$ cat src/rtl/tdfb_pkg.sv
// Shared types, constants, byte-packing functions and the CRC function of the telemetry frame builder.
package tdfb_pkg;

    localparam int NUM_SENSORS = 16;
    localparam int FRAME_LIMIT = 26;
    localparam int FIRST_ENTRY = 7;

    localparam logic [7:0] HDR_START = 8'h2F;
    localparam logic [7:0] KIND_DATA = 8'h40;
    localparam logic [7:0] CRC_POLY  = 8'h07;

    localparam logic [3:0] TYPE_6B   = 4'd0;
    localparam logic [3:0] TYPE_W14  = 4'd1;
    localparam logic [3:0] TYPE_W22  = 4'd4;
    localparam logic [3:0] TYPE_DT   = 4'd5;
    localparam logic [3:0] TYPE_W30  = 4'd8;
    localparam logic [3:0] TYPE_POS  = 4'd9;

    localparam logic [2:0] REG_MANUF = 3'd0;
    localparam logic [2:0] REG_DEV   = 3'd1;
    localparam logic [2:0] REG_MASK  = 3'd2;
    localparam logic [2:0] REG_TYPES = 3'd3;
    localparam logic [2:0] REG_PREC  = 3'd4;

    typedef struct packed {
        logic       store;
        logic       visit;
        logic       wr;
        logic [4:0] wr_idx;
        logic [2:0] pack_j;
        logic       emit;
        logic [4:0] emit_idx;
        logic [4:0] frame_n;
        logic       crc_clr;
    } t_cmd;

    typedef struct packed {
        logic       pick;
        logic [2:0] cnt;
        logic [2:0] vb;
        logic       out_free;
    } t_sts;

    function automatic logic [2:0] value_bytes(input logic [3:0] typ);
        logic [2:0] r;
        unique case (typ)
            TYPE_6B:  r = 3'd1;
            TYPE_W14: r = 3'd2;
            TYPE_W22: r = 3'd3;
            TYPE_DT:  r = 3'd3;
            TYPE_W30: r = 3'd4;
            TYPE_POS: r = 3'd4;
            default:  r = 3'd0;
        endcase
        return r;
    endfunction

    // value byte idx of a reading, low byte first
    function automatic logic [7:0] value_byte(input logic [3:0] typ, input logic [31:0] v,
                                              input logic [1:0] prec, input logic [1:0] idx);
        logic [7:0] sp;
        logic [7:0] b;
        logic [7:0] top;
        sp  = {v[31], prec, 5'b0};
        b   = v[8*idx +: 8];
        top = (b & 8'h1F) | sp;
        unique case (typ)
            TYPE_6B:  value_byte = top;
            TYPE_W14: value_byte = (idx == 2'd1) ? top : b;
            TYPE_W22: value_byte = (idx == 2'd2) ? top : b;
            TYPE_DT:  value_byte = (idx == 2'd2) ? (b | {v[31], 7'b0}) : b;
            TYPE_W30: value_byte = (idx == 2'd3) ? top : b;
            default:  value_byte = b;
        endcase
    endfunction

    function automatic logic [7:0] crc8(input logic [7:0] b, input logic [7:0] acc);
        logic [7:0] v;
        v = b ^ acc;
        for (int i = 0; i < 8; i++) begin
            v = v[7] ? ({v[6:0], 1'b0} ^ CRC_POLY) : {v[6:0], 1'b0};
        end
        return v;
    endfunction

endpackage

$ cat src/rtl/tdfb_dp.sv
// Datapath: configuration, sensor store, frame store, CRC and output register.
module tdfb_dp (
    input  logic                 i_clk,
    input  logic                 i_rst_n,
    input  logic                 i_cfg_we,
    input  logic [2:0]           i_cfg_idx,
    input  logic [63:0]          i_cfg_data,
    input  logic [7:0]           i_sensor_id,
    input  logic [31:0]          i_sensor_value,
    input  logic                 i_stall,
    input  tdfb_pkg::t_cmd       i_cmd,
    output tdfb_pkg::t_sts       o_sts,
    output logic                 o_valid,
    output logic [7:0]           o_frame_byte,
    output logic                 o_last_byte
);
    logic [15:0] r_manuf, r_dev, r_mask, r_fresh;
    logic [63:0] r_types;
    logic [31:0] r_prec;
    logic [3:0]  r_ns;
    logic [31:0] r_vals [16];
    logic [7:0]  r_frame [32];
    logic [31:0] r_val;
    logic [3:0]  r_type;
    logic [1:0]  r_pr;
    logic        r_hi;
    logic [3:0]  r_kid;
    logic [7:0]  r_crc;
    logic        r_ovalid;
    logic [7:0]  r_obyte;
    logic        r_olast;

    logic [3:0]  cur_type;
    logic [2:0]  cur_vb;
    logic [3:0]  st_k;
    logic        st_ok;
    logic [7:0]  pack_b;
    logic [2:0]  vj;
    logic [7:0]  emit_b;
    logic [4:0]  n_m1;
    logic        e_body;

    assign cur_type = r_types[{r_ns, 2'b00} +: 4];
    assign cur_vb   = tdfb_pkg::value_bytes(cur_type);
    assign o_sts.pick     = r_fresh[r_ns] & r_mask[r_ns];
    assign o_sts.vb       = cur_vb;
    assign o_sts.cnt      = cur_vb + ((r_ns == 4'd15) ? 3'd2 : 3'd1);
    assign o_sts.out_free = !r_ovalid || !i_stall;

    assign st_k  = 4'(i_sensor_id - 8'd1);
    assign st_ok = (i_sensor_id >= 8'd1) && (i_sensor_id <= 8'(tdfb_pkg::NUM_SENSORS));

    // entry byte j: id/type (or type, id for sensor sixteen), then value bytes
    always_comb begin
        vj = i_cmd.pack_j - (r_hi ? 3'd2 : 3'd1);
        if (i_cmd.pack_j == 3'd0 && r_hi) begin
            pack_b = {4'h0, r_type};
        end else if (i_cmd.pack_j == 3'd0) begin
            pack_b = {r_kid, r_type};
        end else if (i_cmd.pack_j == 3'd1 && r_hi) begin
            pack_b = 8'h10;
        end else begin
            pack_b = tdfb_pkg::value_byte(r_type, r_val, r_pr, vj[1:0]);
        end
    end

    // entry bytes come from the frame store, everything else from here
    assign e_body = (i_cmd.emit_idx >= 5'(tdfb_pkg::FIRST_ENTRY)) &&
                    (i_cmd.emit_idx != i_cmd.frame_n);

    assign n_m1 = i_cmd.frame_n - 5'd1;
    always_comb begin
        if (i_cmd.emit_idx == 5'd0) begin
            emit_b = tdfb_pkg::HDR_START;
        end else if (i_cmd.emit_idx == 5'd1) begin
            emit_b = tdfb_pkg::KIND_DATA | {3'b000, n_m1};
        end else if (i_cmd.emit_idx == 5'd2) begin
            emit_b = r_manuf[7:0];
        end else if (i_cmd.emit_idx == 5'd3) begin
            emit_b = r_manuf[15:8];
        end else if (i_cmd.emit_idx == 5'd4) begin
            emit_b = r_dev[7:0];
        end else if (i_cmd.emit_idx == 5'd5) begin
            emit_b = r_dev[15:8];
        end else if (i_cmd.emit_idx == i_cmd.frame_n) begin
            emit_b = r_crc;
        end else begin
            emit_b = 8'h00;
        end
    end

    always_ff @(posedge i_clk) begin
        if (!i_rst_n) begin
            r_manuf  <= '0;
            r_dev    <= '0;
            r_mask   <= '0;
            r_types  <= '0;
            r_prec   <= '0;
            r_fresh  <= '0;
            r_ns     <= '0;
            r_ovalid <= 1'b0;
        end else begin
            if (i_cfg_we) begin
                unique case (i_cfg_idx)
                    tdfb_pkg::REG_MANUF: r_manuf <= i_cfg_data[15:0];
                    tdfb_pkg::REG_DEV:   r_dev   <= i_cfg_data[15:0];
                    tdfb_pkg::REG_MASK:  r_mask  <= i_cfg_data[15:0];
                    tdfb_pkg::REG_TYPES: r_types <= i_cfg_data;
                    tdfb_pkg::REG_PREC:  r_prec  <= i_cfg_data[31:0];
                    default: ;
                endcase
            end
            if (i_cmd.store && st_ok) begin
                r_fresh[st_k] <= 1'b1;
            end
            if (i_cmd.visit) begin
                r_fresh[r_ns] <= 1'b0;
                r_ns <= (32'(r_ns) + 1 >= tdfb_pkg::NUM_SENSORS) ? 4'd0 : r_ns + 4'd1;
            end
            if (i_cmd.emit) begin
                r_ovalid <= 1'b1;
            end else if (!i_stall) begin
                r_ovalid <= 1'b0;
            end
        end
    end

    always_ff @(posedge i_clk) begin
        if (i_cmd.store && st_ok) begin
            r_vals[st_k] <= i_sensor_value;
        end
        if (i_cmd.visit) begin
            r_val  <= r_vals[r_ns];
            r_type <= cur_type;
            r_pr   <= r_prec[{r_ns, 1'b0} +: 2];
            r_hi   <= (r_ns == 4'd15);
            r_kid  <= r_ns + 4'd1;
        end
        if (i_cmd.wr) begin
            r_frame[i_cmd.wr_idx] <= pack_b;
        end
        if (i_cmd.crc_clr) begin
            r_crc <= 8'h00;
        end else if (i_cmd.emit && e_body) begin
            r_crc <= tdfb_pkg::crc8(r_frame[i_cmd.emit_idx], r_crc);
        end else if (i_cmd.emit && i_cmd.emit_idx != 5'd0 && i_cmd.emit_idx != i_cmd.frame_n) begin
            r_crc <= tdfb_pkg::crc8(emit_b, r_crc);
        end
        if (i_cmd.emit) begin
            r_obyte <= e_body ? r_frame[i_cmd.emit_idx] : emit_b;
            r_olast <= (i_cmd.emit_idx == i_cmd.frame_n);
        end
    end

    assign o_valid      = r_ovalid;
    assign o_frame_byte = r_obyte;
    assign o_last_byte  = r_olast;
endmodule

$ cat src/rtl/tdfb_ctrl.sv
// Controller: sequences store, sensor visits, packing and frame emission.
module tdfb_ctrl (
    input  logic           i_clk,
    input  logic           i_rst_n,
    input  logic           i_valid,
    input  logic           i_op,
    input  tdfb_pkg::t_sts i_sts,
    output logic           o_stall,
    output tdfb_pkg::t_cmd o_cmd
);
    typedef enum logic [2:0] {S_IDLE, S_VISIT, S_PACK, S_NEXT, S_EMIT} t_state;

    t_state     r_state;
    logic [4:0] r_n;
    logic [4:0] r_e;
    logic [4:0] r_visits;
    logic [2:0] r_j;
    logic [2:0] r_cnt;
    logic [2:0] r_len;

    assign o_stall = (r_state != S_IDLE);

    always_comb begin
        o_cmd          = '0;
        o_cmd.store    = (r_state == S_IDLE) && i_valid && !i_op;
        o_cmd.visit    = (r_state == S_VISIT);
        o_cmd.wr       = (r_state == S_PACK);
        o_cmd.wr_idx   = r_n;
        o_cmd.pack_j   = r_j;
        o_cmd.emit     = (r_state == S_EMIT) && i_sts.out_free;
        o_cmd.emit_idx = r_e;
        o_cmd.frame_n  = r_n;
        o_cmd.crc_clr  = (r_state == S_NEXT);
    end

    always_ff @(posedge i_clk) begin
        if (!i_rst_n) begin
            r_state  <= S_IDLE;
            r_n      <= '0;
            r_e      <= '0;
            r_visits <= '0;
            r_j      <= '0;
            r_cnt    <= '0;
            r_len    <= '0;
        end else begin
            unique case (r_state)
                S_IDLE: begin
                    if (i_valid && i_op) begin
                        r_n      <= 5'(tdfb_pkg::FIRST_ENTRY);
                        r_visits <= '0;
                        r_state  <= S_VISIT;
                    end
                end
                S_VISIT: begin
                    r_j      <= '0;
                    r_cnt    <= i_sts.cnt;
                    r_visits <= r_visits + 5'd1;
                    if (i_sts.pick) begin
                        r_len   <= i_sts.vb + 3'd1;
                        r_state <= S_PACK;
                    end else begin
                        r_len   <= '0;
                        r_state <= S_NEXT;
                    end
                end
                S_PACK: begin
                    r_n <= r_n + 5'd1;
                    r_j <= r_j + 3'd1;
                    if (r_j == r_cnt - 3'd1) begin
                        r_state <= S_NEXT;
                    end
                end
                S_NEXT: begin
                    r_e <= '0;
                    if (32'(r_visits) >= tdfb_pkg::NUM_SENSORS ||
                        32'(r_n) + 32'(r_len) >= tdfb_pkg::FRAME_LIMIT) begin
                        r_state <= S_EMIT;
                    end else begin
                        r_state <= S_VISIT;
                    end
                end
                S_EMIT: begin
                    if (i_sts.out_free) begin
                        r_e <= r_e + 5'd1;
                        if (r_e == r_n) begin
                            r_state <= S_IDLE;
                        end
                    end
                end
                default: r_state <= S_IDLE;
            endcase
        end
    end
endmodule

$ cat src/rtl/telemetry_data_frame_builder_top.sv
// Top level of the telemetry data-frame builder.
// Operation: a store word is taken while idle; a build walks up to sixteen sensors, visiting
// each and packing its bytes, then emits n+1 words at one per cycle while the receiver does not stall.
// Throughput: one item at a time; the input is stalled while a build runs, paced
// by the visit/pack sequencer and the single frame-store write port.
// Reset (synchronous, active low) clears configuration, fresh flags and the sensor pointer.
module telemetry_data_frame_builder_top (
    input  logic        i_clk,
    input  logic        i_rst_n,
    input  logic        i_valid,
    output logic        o_stall,
    input  logic        i_op,
    input  logic [7:0]  i_sensor_id,
    input  logic signed [31:0] i_sensor_value,
    output logic        o_valid,
    input  logic        i_stall,
    output logic [7:0]  o_frame_byte,
    output logic        o_last_byte,
    input  logic        i_cfg_we,
    input  logic [2:0]  i_cfg_idx,
    input  logic [63:0] i_cfg_data
);
    tdfb_pkg::t_cmd cmd;
    tdfb_pkg::t_sts sts;

    // sequence the build: visit, pack, decide, emit
    tdfb_ctrl u_ctrl (
        .i_clk   (i_clk),
        .i_rst_n (i_rst_n),
        .i_valid (i_valid),
        .i_op    (i_op),
        .i_sts   (sts),
        .o_stall (o_stall),
        .o_cmd   (cmd)
    );

    // hold the sensor store, frame store, CRC and output word
    tdfb_dp u_dp (
        .i_clk          (i_clk),
        .i_rst_n        (i_rst_n),
        .i_cfg_we       (i_cfg_we),
        .i_cfg_idx      (i_cfg_idx),
        .i_cfg_data     (i_cfg_data),
        .i_sensor_id    (i_sensor_id),
        .i_sensor_value (32'(i_sensor_value)),
        .i_stall        (i_stall),
        .i_cmd          (cmd),
        .o_sts          (sts),
        .o_valid        (o_valid),
        .o_frame_byte   (o_frame_byte),
        .o_last_byte    (o_last_byte)
    );

`ifndef SYNTHESIS
    // a frame ends only once all its words are queued, so the input stays stalled until then
    a_stall_in_frame: assert property (@(posedge i_clk) disable iff (!i_rst_n)
        o_valid && !o_last_byte |-> o_stall)
        else $error("input not stalled mid-frame");

    // no word follows the closing CRC word straight away
    a_gap_after_last: assert property (@(posedge i_clk) disable iff (!i_rst_n)
        o_valid && o_last_byte && !i_stall |=> !o_valid)
        else $error("word right after frame end");
`endif
endmodule

$ cat config.mk
export PLATFORM = sky130hd
export DESIGN_NAME = telemetry_data_frame_builder_top
export DESIGN_NICKNAME = d
export VERILOG_FILES = /design/src/rtl/tdfb_pkg.sv /design/src/rtl/tdfb_dp.sv /design/src/rtl/tdfb_ctrl.sv /design/src/rtl/telemetry_data_frame_builder_top.sv
export SDC_FILE = /design/constraint.sdc
export NUM_CORES = 1
export LEC_CHECK = 0
export BUFFER_PORTS_ARGS = -buffer_cell sky130_fd_sc_hd__buf_2
export CAP_MARGIN = 15
export CORE_MARGIN = 2
export CORE_UTILIZATION = 65
export CTS_CLUSTER_SIZE = 20
export DETAILED_ROUTE_END_ITERATION = 16
export GPL_TIMING_DRIVEN = 0
export PLACE_DENSITY_LB_ADDON = 0.08
export SLEW_MARGIN = 10
export SYNTH_ARGS = -nofsm -noshare
export SYNTH_HDL_FRONTEND = slang
export SYNTH_SLANG_ARGS = --single-unit
$ cat constraint.sdc
create_clock -name i_clk -period 6.2 [get_ports i_clk]
set_input_delay 0.62 -clock i_clk [delete_from_list [all_inputs] [get_ports i_clk]]
set_output_delay 0.62 -clock i_clk [all_outputs]
set_load 0.01 [all_outputs]
; After elaboration in Yosys (flattened, before gate mapping)
; Memory sizes are Yosys's and may differ from the RTL's. A register that Yosys moved wholly into a read port is not among the register bits.
; Cells that the tools add are included.
[classes]
bitwise_logic = 24
shift = 3
n_eq_ne = 35
reduce_logical = 43
magnitude_cmp = 10
mux = 72
addsub = 13
[ops]
columns = op, n
row1 = 2-to-1 mux 8 bit, 17
row2 = 2-to-1 mux 3 bit, 22
row3 = ">= comparator 32 x 5 -> 1 bit, second input constant", 2
row4 = variable part select 64 x 7 -> 4 bit, 1
row5 = 2-to-1 mux 16 bit, 3
row6 = NOT 3 bit, 16
row7 = case mux 8 bit (5 select lines), 1
row8 = variable part select 32 x 6 -> 2 bit, 1
row9 = variable part select 32 x 6 -> 8 bit, 1
row10 = case mux 5 bit (2 select lines), 3
row11 = 2-to-1 mux 5 bit, 5
row12 = bitwise AND 16 bit, 1
row13 = "== test 4 x 3 -> 1 bit, second input constant", 4
row14 = "== test 4 bit, second input constant", 4
row15 = NOT 16 bit, 1
row16 = bitwise OR 16 bit, 1
row17 = AND reduction 2 bit, 8
row18 = bitwise XOR 8 bit, 2
row19 = "adder 5 x 1 -> 5 bit, second input constant", 3
row20 = case mux 3 bit (5 select lines), 1
row21 = logical AND 1 bit, 14
row22 = "== test 3 x 2 -> 1 bit, second input constant", 4
row23 = case mux 3 bit (4 select lines), 1
row24 = 2-to-1 mux 1 bit, 11
row25 = 46 further kinds, 73
[totals]
in_bits = 113
output_inout_bits = 11
ff_bits = 220
ram_bits = 768
mem_count = 2
[mem_list]
columns = memory, words, word_bits, rd, rd_ports_with_merged_regs, write_ports, line
row1 = u_dp.r_vals, 16, 32, 1, 1, 1, tdfb_dp.sv:21  ; logic [31:0] r_vals [16];
row2 = u_dp.r_frame, 32, 8, 1, 1, 1, tdfb_dp.sv:22  ; logic [7:0] r_frame [32];

; Logic depth before layout (Yosys ltp)
[logic_depth]
depth_word = 27
ltp_mapped = 13
depth_no_buf = 11

; Hierarchy
; A second synthesis with hierarchy kept.
[hier_totals]
hier_cells = 2537
hier_area_um2 = 41772.6
[modules_own_cells]
columns = module, instances, area_each_um2, seq_area_each_um2, cells_each
row1 = tdfb_dp, 1, 40156.0, 28086.9, 2350
row2 = tdfb_ctrl, 1, 1616.6, 540.5, 187

; Worst setup path before layout
; No wires, ideal clock.
[synth_path]
kind = register to register
start = reg u_ctrl.r_j[0]
end = mem u_dp.r_frame[0][6], data pin
setup_ns = 0.454
setup_slack_ns = 2.288
path_stages_with_launch = 11
n_path_buf = 1
synth_period_minus_slack_ns = 3.912
arrival_ns = 3.458
required_ns = 5.746
path_cell_list = dfxtp_1 inv_1 ha_1 clkbuf_1 inv_1 a21oi_1 nor2_1 o21bai_1 mux2i_1 a22oi_1 o21ai_0
[synth_via]
elab_chain_len = 8
word_cells_on_any_way = 18
classes_between = add/sub (1) / eq/ne (4) / shift (1) / mux (8) / bitwise (1) / reduce/logical (3)
[synth_lines]
columns = item, line
row1 = "start, declared", tdfb_ctrl.sv:17  ; logic [2:0] r_j;
row2 = "start signal, assigned", tdfb_ctrl.sv:68  ; r_j <= r_j + 3'd1;
row3 = subtractor 2 bit, tdfb_dp.sv:55  ; vj = i_cmd.pack_j - (r_hi ? 3'd2 : 3'd1);
row4 = variable part select 32 x 6 -> 8 bit, tdfb_pkg.sv:65  ; b = v[8*idx +: 8];
row5 = bitwise OR 8 bit, tdfb_pkg.sv:71  ; TYPE_DT: value_byte = (idx == 2'd2) ? (b | {v[31], 7'b0}) : b;
row6 = 2-to-1 mux 8 bit, tdfb_pkg.sv:71
row7 = case mux 8 bit (5 select lines), tdfb_pkg.sv:67  ; unique case (typ)
row8 = 2-to-1 mux 8 bit, tdfb_dp.sv:60  ; end else if (i_cmd.pack_j == 3'd1 && r_hi) begin
row9 = 2-to-1 mux 8 bit, tdfb_dp.sv:58  ; end else if (i_cmd.pack_j == 3'd0) begin
row10 = 2-to-1 mux 8 bit *, tdfb_dp.sv:56  ; if (i_cmd.pack_j == 3'd0 && r_hi) begin
row11 = via u_dp.pack_b[6], tdfb_dp.sv:37  ; logic [7:0] pack_b;
row12 = "end, declared", tdfb_dp.sv:22
; The timed path passes the listed nets; every way through them passes the cells marked *.

; Final worst setup path
[layout_path]
start = reg u_dp.r_ns[0]
end = reg u_ctrl.r_cnt[2]
[layout_via]
elab_chain_len = 5
word_cells_on_any_way = 13
classes_between = add/sub (1) / eq/ne (6) / shift (1) / mux (2) / reduce/logical (3)
[layout_lines]
columns = item, line
row1 = "start, declared", tdfb_dp.sv:20  ; logic [3:0] r_ns;
row2 = "start signal, assigned", tdfb_dp.sv:118  ; r_ns <= (32'(r_ns) + 1 >= tdfb_pkg::NUM_SENSORS) ? 4'd0 : r_ns + 4'd1;
row3 = variable part select 64 x 7 -> 4 bit *, tdfb_dp.sv:43  ; assign cur_type = r_types[{r_ns, 2'b00} +: 4];
row4 = via u_dp.cur_type[0], tdfb_dp.sv:33  ; logic [3:0] cur_type;
row5 = == test 4 bit / == test 4 x 3 -> 1 bit (equally long branches), tdfb_pkg.sv:46  ; unique case (typ)
row6 = OR reduction 2 bit (no line), --
row7 = case mux 3 bit (4 select lines) *, tdfb_pkg.sv:46
row8 = adder 3 bit *, tdfb_dp.sv:47  ; assign o_sts.cnt = cur_vb + ((r_ns == 4'd15) ? 3'd2 : 3'd1);
row9 = "end signal, assigned", tdfb_ctrl.sv:56  ; r_cnt <= i_sts.cnt;
row10 = "end, declared", tdfb_ctrl.sv:18  ; logic [2:0] r_cnt;
; Marks and branches as above.
; A chain may end at the register's enable or synchronous reset.

==> run summary <==
Outcome = finished, final reports clean
Worst Path Class, Setup = flip-flop to flip-flop
Crit path launch type = flip-flop
Fin. Hold Viols = 0
Final instance area = 47500 µm²
Post-CTS Setup Bufs = 0
Ys flop type = edfxtp_1
Setup-failing EPs final = 0
Crit Path Max Fanout = 10
Top cell type's share of synthesized area = 58.6%
Slew HR = 26.0%
Pre-CTS setup slack = 1820 ps
GR Util All Layers = 33.2%
Vias in the first global route = 25048
Fmax = 0.225 GHz
Post-synth top area cell = edfxtp_1
I/O pin count = 124
Worst Skew = 44.1 ps
Top cells by area, synth = edfxtp_1 (59%), mux4_2 (13%), dfxtp_1 (9.8%)
Post-DRT Antenna Nets = 0
Post-synth EDFFs = 820
Adder-Cell Fraction of Synth Area = 0.870%
Core ar. = 64100 µm²
Final WL = 109000 µm
Crit path required time = 6730 ps
CTS root buf = clkbuf_16
Simple-gate share of the synthesized area = 6.67%
Slack of the critical path = 1750 ps
Crit. End Element = flip-flop
Asr flop ratio synth = 0%
Area Overhead vs Synth = 13.1%
Via count = 24744
Ys Warns = 0
Hold Slack = 207 ps
Peak VDD IR = 0.345 mV
Power density cells = 308 nW/µm²
Largest net degree at the start of global routing = 33
Clk_lat worst skew = 680 ps
HPWL after DPL = 68900 µm
Remaining global-route overflow = 0
DR vias/cell = 6.53
Area of the multi-input gates = 12600 µm²
# clock sinks = 1025
FP Rows = 93
Syn nets = 2743
Crit path arrival time = 4990 ps
IO buf count = 121
Hold Buf Count CTS = 0
H-tree depth = 3
RSZ-0062 raised after global routing = no
Multiplexer share of the synthesized area = 14.8%
Syn Inst Count = 2602
Clock transition at path regs = 60 ps
P_leak = 15.3 nW
Post-placement cell count = 3603
Seq/Total Area, Yosys = 68.4%
Max_cap viols = 0
Final worst path period share = 71.8%
Final Instance Count excl. Fillers = 3788
HP Class = input port to flip-flop
Cell Area, Synth = 42000 µm²
Starting Density = 65.5%
Antenna violations before repair = 5
First-pass GRT wire length = 160000 µm
Cell variety after synth = 78
Storage element area = 28700 µm²
Die area = 66700 µm²
Synth Area in XOR/XNOR = 1.43%
Count leader, synth = edfxtp_1
Syn avg cell area = 16.1 µm²
Die Span X = 258 µm
TNS Setup = 0 ps
Gpl congestion = 0.897
Register bit total from synthesis = 1025
Die height = 258 µm
CTS tree = done
Fin crit period = 4450 ps
Main combinational cell family by area after synthesis = multiplexers
Complex-gate fraction of the synthesized area = 5.85%
FILL cells = 3842
TritonCTS Buffers = 100
PostCTS Resize Cnt = 0
DRC violations left = 0
Iteration-0 DRC Markers = 2685
Drt first pass iters = 6
Placed cell areas = 44300 µm²
WL per Instance = 28.7 µm
Most frequent cells after synthesis = edfxtp_1 (820), nand2_1 (386), mux4_2 (247)
Final Max Slew Viols = 0
Share of layout cells above drive strength 1 = 21.2%
Layout net count = 2995
Clk buf depth = 3
Worst Max-Slew Pin Slew = 1110 ps
[power breakdown]
| group | leakage, nW | switching [W] | internal [W] |
|---|---|---|---|
| registers | 9.05 | 0.0000550 | 0.00758 |
| logic | 4.71 | 0.000698 | 0.000463 |
| clock network | 1.54 | 0.00261 | 0.00325 |
[layout make-up]
class | instances | share of cell area (%)
Antenna cell | 2 | 0.0105
Buffer | 151 | 1.45
Clock buffer | 127 | 5.66
Clock inverter | 52 | 0.946
Inverter | 42 | 0.332
Multi-Input combinational cell | 1384 | 26.4
Sequential cell | 1025 | 60.5
Tap cell | 855 | 2.25
Timing Repair Buffer | 150 | 2.44
[path summary, 6_finish.rpt]
check / endpoint / cells past startpoint / from / slack (ps)
worst max-delay path: u_ctrl.r_cnt[2] / 12 / u_dp.r_ns[0] / 1750
worst min-delay path: u_dp.r_types[58] / 3 / i_cfg_data[58] / 210
worst max register to register: u_ctrl.r_cnt[2] / 12 / u_dp.r_ns[0] / 1750
worst min register to register: u_dp.r_dev[11] / 2 / u_dp.r_dev[11] / 460
[worst max-delay path, cell delays in order, from the launching register on]
cell and delay, ps:
dfxtp_1 420, clkbuf_1 410, buf_2 440, buf_2 510
mux4_2 620, mux4_2 580, a21boi_1 290, ha_1 210
inv_1 50, fa_1 380, xor2_1 160, o21ai_1 70
and2_1 170
[state kept, by name, summed over array words and instances (netlist names), 8 cells and up, named ones only]
| signal | count |
|---|---|
| u_dp.r_fresh | 16 |
| u_dp.r_vals | 512 |
| u_dp.r_dev | 16 |
| u_dp.r_types | 64 |
| u_dp.o_frame_byte | 8 |
| u_dp.r_crc | 8 |
| u_dp.r_manuf | 16 |
| u_dp.r_mask | 16 |
| u_dp.r_prec | 32 |
| u_dp.r_val | 32 |
| u_dp.r_frame | 256 |
[per-layer routing]
layer  wire, µm  up-vias  track usage, %
met5         40        -               0
met4       4290        6            12.3
met3       8890      268            6.02
met2      54700     1346            55.9
met1      40800    12592            44.0
li1           -    10532               -
[cells by family (layout without fill, tap and decap cells)]
logic type	Yosys count	after routing
flops	1025	1025
simple gates	636	636
compound gates	345	345
mux	309	309
buf+inv	193	522
xor+xnor	66	66
fa+ha+maj	28	28
other cells	0	2
[cell usage in the layout, fill, tap and decap left out, drive strengths merged, types with 8 or more instances in the layout]
| cell | netlist | layout |
|---|---|---|
| a31oi | 14 | 14 |
| and3 | 10 | 10 |
| mux4 | 247 | 247 |
| a22oi | 27 | 27 |
| buf | 54 | 204 |
| nand2b | 10 | 10 |
| inv | 41 | 44 |
| nand3b | 9 | 9 |
| nand2 | 386 | 386 |
| and2 | 15 | 15 |
| xnor2 | 39 | 39 |
| xor2 | 27 | 27 |
| ha | 26 | 26 |
| nor3 | 11 | 11 |
| nand4 | 8 | 8 |
| o211a | 16 | 16 |
| clkinv | 1 | 43 |
| dfxtp | 205 | 205 |
| a21oi | 32 | 32 |
| clkbuf | 97 | 224 |
| nor2 | 96 | 96 |
| a21boi | 150 | 150 |
| o21ai | 50 | 50 |
| mux2i | 58 | 58 |
| o22ai | 9 | 9 |
| nor2b | 12 | 12 |
| edfxtp | 820 | 820 |
| nand3 | 45 | 45 |
[through the flow]
step | power, W | util, %
global route | 0.0150 | 74.1
detailed placement | 0.00891 | 69.1
floorplan | 0.00849 | -
global placement | 0.00884 | 68.1
finish | 0.0146 | 74.1
CTS | 0.0147 | 74.0
Note: power is estimated with default switching activity, not from simulation.
